<file path="src/rtl/core/gfd_pkg.sv">
// shared types and constants of the gyro flick detector
package gfd_pkg;

  localparam int unsigned RateW    = 16;
  localparam int unsigned MagW     = RateW + 1;
  localparam int unsigned ThrW     = 12;
  localparam int unsigned CoolW    = 24;
  localparam int unsigned TimeW    = 63;
  localparam int unsigned CfgIdxW  = 2;
  localparam int unsigned CfgDataW = 24;
  localparam int unsigned DirW     = 2;

  // thresholds are in dps, samples in counts: 16 counts per dps
  localparam int unsigned CountsShift = 4;

  localparam logic [ThrW-1:0]  HighThrRst  = 12'd300;
  localparam logic [ThrW-1:0]  LowThrRst   = 12'd100;
  localparam logic [CoolW-1:0] CooldownRst = 24'd500000;

  localparam logic [DirW-1:0] FlickNone = 2'b00;
  localparam logic [DirW-1:0] FlickPos  = 2'b01;
  localparam logic [DirW-1:0] FlickNeg  = 2'b11;

  typedef enum logic [CfgIdxW-1:0] {
    REG_HIGH_THR = 2'd0,
    REG_LOW_THR  = 2'd1,
    REG_COOLDOWN = 2'd2
  } cfg_reg_e;

  typedef struct packed {
    logic [MagW-1:0] mag;
    logic            neg;
  } peak_t;

endpackage

</file>
<file path="src/rtl/core/gfd_peak.sv">
// peak axis selection: largest magnitude of three axes, earlier axis wins ties
module gfd_peak (
  input  logic signed [gfd_pkg::RateW-1:0] rate_x_i,
  input  logic signed [gfd_pkg::RateW-1:0] rate_y_i,
  input  logic signed [gfd_pkg::RateW-1:0] rate_z_i,
  output gfd_pkg::peak_t                   peak_o
);

  logic [gfd_pkg::MagW-1:0] mag_x, mag_y, mag_z;
  gfd_pkg::peak_t           pick_xy;

  function automatic logic [gfd_pkg::MagW-1:0] mag_of(logic signed [gfd_pkg::RateW-1:0] v);
    logic [gfd_pkg::MagW-1:0] ext;
    ext = {v[gfd_pkg::RateW-1], v};
    return v[gfd_pkg::RateW-1] ? (~ext + 1'b1) : ext;
  endfunction

  assign mag_x = mag_of(rate_x_i);
  assign mag_y = mag_of(rate_y_i);
  assign mag_z = mag_of(rate_z_i);

  always_comb begin
    if (mag_y > mag_x) begin
      pick_xy.mag = mag_y;
      pick_xy.neg = rate_y_i[gfd_pkg::RateW-1];
    end else begin
      pick_xy.mag = mag_x;
      pick_xy.neg = rate_x_i[gfd_pkg::RateW-1];
    end
    if (mag_z > pick_xy.mag) begin
      peak_o.mag = mag_z;
      peak_o.neg = rate_z_i[gfd_pkg::RateW-1];
    end else begin
      peak_o = pick_xy;
    end
  end

endmodule

</file>
<file path="src/rtl/core/gyro_flick_detector.sv">
// gyro flick detector top level
//
// Input channel: in_valid_i / in_stall_o with three signed rate axes, a
// microsecond timestamp and a sample_ok flag. Output channel: out_valid_o /
// out_stall_i carrying flick_dir_o (0 none, +1 positive, -1 negative). Every
// accepted item produces exactly one result item.
// Config channel: cfg_valid_i / cfg_ready_o with a register index and data;
// index 0 high threshold, 1 low threshold, 2 cooldown, others ignored. Writes
// are always taken and are meant to happen while the block is idle.
// From input accept to result valid an item passes an input register, then
// the peak select and threshold/cooldown checks, which update the armed flag
// and last flick time and load the result register. One item per cycle is
// sustained while the receiver does not stall; the armed/time state is
// updated in the same cycle as the decision so the next item sees it directly.
// When the receiver stalls, the result holds; the input register takes one
// more item only if empty, then in_stall_o rises until the result leaves.
// Reset clears both stages, re-arms the detector, zeroes the last flick time
// and loads the default thresholds and cooldown.
module gyro_flick_detector (
  input  logic                                clk_i,
  input  logic                                rst_ni,
  input  logic                                in_valid_i,
  output logic                                in_stall_o,
  input  logic signed [gfd_pkg::RateW-1:0]    rate_x_i,
  input  logic signed [gfd_pkg::RateW-1:0]    rate_y_i,
  input  logic signed [gfd_pkg::RateW-1:0]    rate_z_i,
  input  logic        [gfd_pkg::TimeW-1:0]    time_us_i,
  input  logic                                sample_ok_i,
  output logic                                out_valid_o,
  input  logic                                out_stall_i,
  output logic signed [gfd_pkg::DirW-1:0]     flick_dir_o,
  input  logic                                cfg_valid_i,
  output logic                                cfg_ready_o,
  input  logic        [gfd_pkg::CfgIdxW-1:0]  cfg_index_i,
  input  logic        [gfd_pkg::CfgDataW-1:0] cfg_data_i
);

  logic [gfd_pkg::ThrW-1:0]  high_thr_q, low_thr_q;
  logic [gfd_pkg::CoolW-1:0] cooldown_q;

  logic                            s1_valid_q;
  logic signed [gfd_pkg::RateW-1:0] s1_x_q, s1_y_q, s1_z_q;
  logic [gfd_pkg::TimeW-1:0]       s1_time_q;
  logic                            s1_ok_q;

  logic                      armed_q, armed_d;
  logic [gfd_pkg::TimeW-1:0] last_time_q, last_time_d;
  logic                      out_valid_q;
  logic [gfd_pkg::DirW-1:0]  dir_q, dir_d;

  logic                      out_free, s1_load, s1_fire;
  gfd_pkg::peak_t            peak;
  logic [gfd_pkg::MagW-1:0]  high_cnt, low_cnt;
  logic [gfd_pkg::TimeW-1:0] elapsed;
  logic                      cool, rearm, fire;

  assign cfg_ready_o = 1'b1;

  always_ff @(posedge clk_i or negedge rst_ni) begin
    if (!rst_ni) begin
      high_thr_q <= gfd_pkg::HighThrRst;
      low_thr_q  <= gfd_pkg::LowThrRst;
      cooldown_q <= gfd_pkg::CooldownRst;
    end else if (cfg_valid_i) begin
      case (cfg_index_i)
        gfd_pkg::REG_HIGH_THR: high_thr_q <= cfg_data_i[gfd_pkg::ThrW-1:0];
        gfd_pkg::REG_LOW_THR:  low_thr_q  <= cfg_data_i[gfd_pkg::ThrW-1:0];
        gfd_pkg::REG_COOLDOWN: cooldown_q <= cfg_data_i;
        default: ;
      endcase
    end
  end

  // handshake: result register frees when empty or being taken
  assign out_free   = !out_valid_q || !out_stall_i;
  assign s1_fire    = s1_valid_q && out_free;
  assign in_stall_o = s1_valid_q && !out_free;
  assign s1_load    = in_valid_i && !in_stall_o;

  always_ff @(posedge clk_i or negedge rst_ni) begin
    if (!rst_ni) begin
      s1_valid_q <= 1'b0;
    end else if (s1_load) begin
      s1_valid_q <= 1'b1;
    end else if (s1_fire) begin
      s1_valid_q <= 1'b0;
    end
  end

  always_ff @(posedge clk_i) begin
    if (s1_load) begin
      s1_x_q    <= rate_x_i;
      s1_y_q    <= rate_y_i;
      s1_z_q    <= rate_z_i;
      s1_time_q <= time_us_i;
      s1_ok_q   <= sample_ok_i;
    end
  end

  gfd_peak u_peak (
    .rate_x_i (s1_x_q),
    .rate_y_i (s1_y_q),
    .rate_z_i (s1_z_q),
    .peak_o   (peak)
  );

  assign high_cnt = {1'b0, high_thr_q, {gfd_pkg::CountsShift{1'b0}}};
  assign low_cnt  = {1'b0, low_thr_q, {gfd_pkg::CountsShift{1'b0}}};
  assign elapsed  = s1_time_q - last_time_q;
  assign cool     = (s1_time_q > last_time_q) &&
                    (elapsed > {{(gfd_pkg::TimeW-gfd_pkg::CoolW){1'b0}}, cooldown_q});
  // re-arm takes effect before the fire check of the same item
  assign rearm    = s1_ok_q && (peak.mag < low_cnt);
  assign fire     = s1_ok_q && (armed_q || rearm) && (peak.mag > high_cnt) && cool;

  always_comb begin
    armed_d     = armed_q;
    last_time_d = last_time_q;
    dir_d       = gfd_pkg::FlickNone;
    if (rearm) begin
      armed_d = 1'b1;
    end
    if (fire) begin
      armed_d     = 1'b0;
      last_time_d = s1_time_q;
      dir_d       = peak.neg ? gfd_pkg::FlickNeg : gfd_pkg::FlickPos;
    end
  end

  always_ff @(posedge clk_i or negedge rst_ni) begin
    if (!rst_ni) begin
      armed_q     <= 1'b1;
      last_time_q <= '0;
      out_valid_q <= 1'b0;
    end else begin
      if (s1_fire) begin
        armed_q     <= armed_d;
        last_time_q <= last_time_d;
      end
      if (out_free) begin
        out_valid_q <= s1_valid_q;
      end
    end
  end

  always_ff @(posedge clk_i) begin
    if (s1_fire) begin
      dir_q <= dir_d;
    end
  end

  assign out_valid_o = out_valid_q;
  assign flick_dir_o = dir_q;

endmodule

</file>
<file path="config.mk">
export PLATFORM = sky130hd
export DESIGN_NAME = gyro_flick_detector
export DESIGN_NICKNAME = d
export VERILOG_FILES = /design/src/rtl/core/gfd_pkg.sv /design/src/rtl/core/gfd_peak.sv /design/src/rtl/core/gyro_flick_detector.sv
export SDC_FILE = /design/constraint.sdc
export NUM_CORES = 1
export LEC_CHECK = 0
export BUFFER_PORTS_ARGS = -buffer_cell sky130_fd_sc_hd__buf_2
export CORE_MARGIN = 10
export CORE_UTILIZATION = 55
export DETAILED_ROUTE_END_ITERATION = 6
export PLACE_DENSITY = 0.86
export SYNTH_ARGS = -nofsm -noshare
export SYNTH_HDL_FRONTEND = slang
export SYNTH_HIERARCHICAL = 1
export SYNTH_SLANG_ARGS = --single-unit
</file>
<file path="constraint.sdc">
create_clock -name clk_i -period 11 [get_ports clk_i]
set_input_delay 1.65 -clock clk_i [delete_from_list [all_inputs] [get_ports clk_i]]
set_output_delay 1.65 -clock clk_i [all_outputs]
set_load 0.02 [all_outputs]
</file>
### Yosys cells after proc, flatten, opt, wreduce, memory -nomap -nowiden

Cells that the tools add are included.

* register bits: 228
* word-level logic and storage cells: 60

* add/subtract/negate cells: 4
* $lt $le $gt $ge: 6
* equal/unequal tests: 2
* muxes and demuxes: 10
* bitwise operators: 3
* reductions and logical operators: 22

Operator list (count)
* 63-bit by 24-bit greater-than comparator with 1-bit output: 1
* 63-bit greater-than comparator: 1
* 63-bit subtractor: 1
* 17-bit by 1-bit adder with 17-bit output, second input constant: 3
* 17-bit two-way mux: 3
* 17-bit NOT: 3
* 18-bit two-way mux: 2
* 17-bit greater-than comparator: 2
* 17-bit by 16-bit greater-than comparator with 1-bit output: 1
* 17-bit by 16-bit < comparator with 1-bit output: 1
* 2-bit AND reduction: 5
* 1-bit logical AND: 8
* 1-bit zero test: 4
* 1-bit two-way mux: 4
* 2-bit nonzero test: 2
* 2-bit by 1-bit equality test with 1-bit output, second input constant: 1
* 2-bit equality test, second input constant: 1
* 2-bit zero test: 1
* 1-bit logical OR: 2
* 2-bit two-way mux: 1

### Logic depth before layout (Yosys ltp)

* word-level depth: 15
* depth in mapped cells: 40
* mapped depth without buffers: 35

### By module

The synthesis kept the hierarchy.

Modules (own cells, without submodules)
* gyro_flick_detector: instances 1, cells each 1274, area each 13634.3 sq um, sequential area each 6294.8 sq um
* gfd_peak: instances 1, cells each 318, area each 2274.7 sq um, sequential area each 0.0 sq um

### Worst setup path after synthesis

OpenSTA, ideal clock, no wires.

* kind: flip-flop to flip-flop
* start point: register s1_x_q[7] (netlist name)
* end point: register last_time_q[11] (netlist name)
* arrival: 7.888 ns
* required time: 10.875 ns
* setup slack: 2.987 ns
* stages on the path, launching flop included: 36
* path buffers: 4
* clock period less this slack: 8.013 ns
* cells stage by stage: edfxtp_1 > or4_4 > or2_2 > or3_1 > o21ai_0 > xor2_1 > ha_1 > a21o_1 > a21o_1 > a21oi_1 > o21a_1 > buf_2 > buf_6 > nor3_1 > or2_1 > ha_1 > a21oi_1 > nand2_1 > a21oi_1 > or4b_2 > and2_1 > clkbuf_1 > o31ai_1 > ha_1 > a21o_1 > a21o_1 > a21o_1 > a211oi_1 > o21ai_0 > a21o_1 > a31oi_1 > o2111a_1 > nand2_1 > a21oi_4 > buf_6 > mux2_4

RTL lines
* from (decl): RTL line gyro_flick_detector.sv:42 `logic signed [gfd_pkg::RateW-1:0] s1_x_q, s1_y_q, s1_z_q;`
* from (signal assigned): RTL line gyro_flick_detector.sv:92 `s1_x_q <= rate_x_i;`
* to (signal assigned): RTL line gyro_flick_detector.sv:138 `last_time_q <= last_time_d;`
* to (decl): RTL line gyro_flick_detector.sv:47 `logic [gfd_pkg::TimeW-1:0] last_time_q, last_time_d;`

==> summary.txt <==
Vias - 12925
Total track usage - 24.2%
Skew-Pair Late Insertion Delay - 0.55 ns
Vias per cell - 6.09
IO Pins - 148
Die W - 190 um
Total negative slack - 0 ns
Cts bufs inserted - 26
CTS tree - done
Final Hold Vio Count - 0
Slack of the critical path - 1.38 ns
Number of synthesized flops with an enable pin - 114
Drc violations - 0
CTS Hold Buffers Added - 0
Yosys cell types - 82
Final min period - 9.62 ns
Critical path fanouts, max - 40
Critical Path End - last_time_q[8]
Reg2reg start - s1_x_q[7]
Root Driver - clkbuf_16
Initial Util - 55.6%
WS Path Type - reg -> reg
Die Footprint - 36100 um2
Area after DPL - 16900 um2
Power per Cell Area - 251 nW/um2
Nets@finish - 2008
Critical-path top delay cell - o21ai_2
Final Skew - 0.0261 ns
Delay-heaviest family, CP - compound AO/OA/AOI/OAI gates
Register area share after synthesis - 39.6%
Clock Path Buffers - 3
Die height - 190 um
# diodes - 0
Core area - 28600 um2
Layout cells sized above 1 - 20.7%
RR Endpoint - last_time_q[8]
Post_cts resized - 0
CTS clk-pin slew, worst paths - 0.06 ns
HPWL after DPL - 34100 um
FF-to-FF path depth - 31
Pleak - 7.55 nW
GPL Wtd Cong - 0.986
Clock sink total - 228
Syn avg cell area - 9.99 um2
Worst-case vdd ir drop - 0.000137 V
Ys flop type - edfxtp_1
CP Buf/Inv Count - 2
Period utilisation layout - 87.4%
FF+latch count, synth - 228
Required time of the critical path - 11.43 ns
# H-tree levels - 1
Post-Layout Cell Count - 2122
Global-route wire length before repair - 71300 um
Area Overhead vs Synth - 11.6%
Num rows - 62
Synth Instances - 1592
Setup Viol. Count Final - 0
I/O Buffers - 146
Syn Std Cell Area - 15900 um2
Crit-path most repeated cell - a21o_1
Async set or reset register ratio after synthesis - 50.0%
Detailed Routing Iterations Pass 1 - 5
Critical Path Max Stage Delay - 0.67 ns
Final Max Slew Viols - 0
Max Cap Viol - 0
Fin Hold WS - 0.487 ns
CP Data Arrival Time - 10.05 ns
Largest net degree at the start of global routing - 71
Max-slew headroom - 32.8%
RSZ-0062 raised after global routing - false
Total Wirelength - 44100 um
DR iter-0 viols - 1093
Vias in the first global route - 13278
Critical Path Source Type - flop
Dpl ws - 1.47 ns
Final ANT Viol Nets - 0
CP Capture Type - flop
Fmax - 104 MHz
Antenna violations before repair - 0
Worst slew pin tran - 1.01 ns
Synth Warn # - 6
Post-route cell area - 17700 um2
R2r setup slk - 1.38 ns
WL/cell - 20.8 um
Remaining Overflow, GRT - 0
Status - complete, no violations
Critical path depth - 31
Hold Crit Class - reg -> reg
Post-CTS Setup Bufs - 0
Placed Cells - 2074
Worst setup startpoint - s1_x_q[7]
## placed cells by master, fill, tap and decap left out, drive strengths merged, types with 7 or more instances in the layout
| master | count |
|---|---|
| xor2 | 29 |
| a31oi | 11 |
| a21oi | 120 |
| nand2 | 133 |
| ha | 146 |
| nand3 | 23 |
| a211oi | 19 |
| or4 | 11 |
| o21bai | 7 |
| a21boi | 14 |
| nand2b | 13 |
| dfrtp | 99 |
| xnor2 | 47 |
| clkinv | 9 |
| o211ai | 9 |
| nor2b | 8 |
| nor4 | 12 |
| mux2 | 102 |
| buf | 152 |
| nand4 | 56 |
| or3 | 9 |
| clkbuf | 30 |
| nor2 | 78 |
| o21ai | 101 |
| a21o | 30 |
| inv | 138 |
| and2 | 7 |
| or2 | 24 |
| edfxtp | 114 |
| dfstp | 15 |
| nor3 | 30 |
| o41ai | 8 |
| o21a | 15 |
| o31ai | 28 |
## worst register-to-register path: cells and delay by family, from the launching register on
family	cells	cell delay, ns
muxes	1	0.44
DFF	1	0.46
AOI/OAI and AO/OA	15	3.53
buffers and inverters	2	0.69
and+or+nand+nor	10	3.46
adders and majority gates	3	0.93
## where the power goes
group / total (mW) / internal [mW] / switching (mW)
Sequential: 1.20 / 1.09 / 0.110
Combinational: 2.37 / 0.964 / 1.41
Clock: 0.881 / 0.521 / 0.360
Total: 4.45 / 2.57 / 1.88
## synthesized netlist by cell type (12+ instances only)
library cell  number  area (um2)
nand2_1          133         499
o21ai_0           98         490
dfrtp_1           99        2480
a211oi_1          19         143
mux2_2            43         484
mux2_4            59         886
nand4_1           56         350
o21a_1            15         113
xnor2_1           47         412
nand2b_1          13        81.3
a21o_1            30         225
nor2_1            78         293
a21oi_1          114         571
xor2_1            29         254
edfxtp_1         114        3420
clkbuf_1          31         116
buf_2             12        60.1
nand3_1           23         115
inv_1            135         507
ha_1             146        1830
nor3_1            30         150
o31ai_1           28         210
or2_2             16         100
dfstp_2           15         394
## worst min-delay path by stage
stage,start,end,slack (ns),cells past startpoint
2_1_floorplan,s1_valid_q,out_valid_o,0.44,1
6_report,s1_valid_q,out_valid_o,0.49,1
4_1_cts,s1_valid_q,out_valid_o,0.49,1
3_5_place_dp,s1_valid_q,out_valid_o,0.47,1
3_3_place_gp,s1_valid_q,out_valid_o,0.46,1
5_1_grt,last_time_q[58],last_time_q[58],0.52,1
## flip-flops by register name, indices dropped and copies added, names as in the netlist
signal       count
last_time_q     63
s1_time_q       63
cooldown_q      24
s1_x_q          16
s1_y_q          16
s1_z_q          16
high_thr_q      12
low_thr_q       12
flick_dir_o      2
armed_q          1
out_valid_o      1
s1_ok_q          1
s1_valid_q       1
## per-stage QoR
| step | power [mW] | utilization, % |
|---|---|---|
| 6_report | 4.45 | 62.0 |
| 5_1_grt | 4.77 | 62.0 |
| 4_1_cts | 4.43 | 62.0 |
| 3_5_place_dp | 3.51 | 59.0 |
| 3_3_place_gp | 3.44 | 59.0 |
| 2_1_floorplan | 2.91 | - |
## routing by layer
layer	global-route usage (%)	part of all wire, %	wire length, um
met1	30.7	42	18700
met2	41.5	49	21500
met3	3.42	5.5	2440
met4	7.84	3.3	1450
met5	0	0	0
## area by class of cell
class                           instances  area [um2]
Inverter                              135         507
Fill cell                            2314       10900
Multi-Input combinational cell       1175        8810
Clock buffer                           30         687
Timing Repair Buffer                  152         778
Tap cell                              384         480
Clock inverter                         18         188
Sequential cell                       228        6290
## cell families after synthesis
family,after synthesis,share of synthesized area [%]
compound gates,418,17.3
xor+xnor,76,4.18
simple gates,421,13.2
flops,228,39.6
buf+inv,192,5.14
fa+ha+maj,147,11.6
other cells,3,0.0708
mux,107,8.93
No activity file was read; power rests on OpenSTA's default activity.
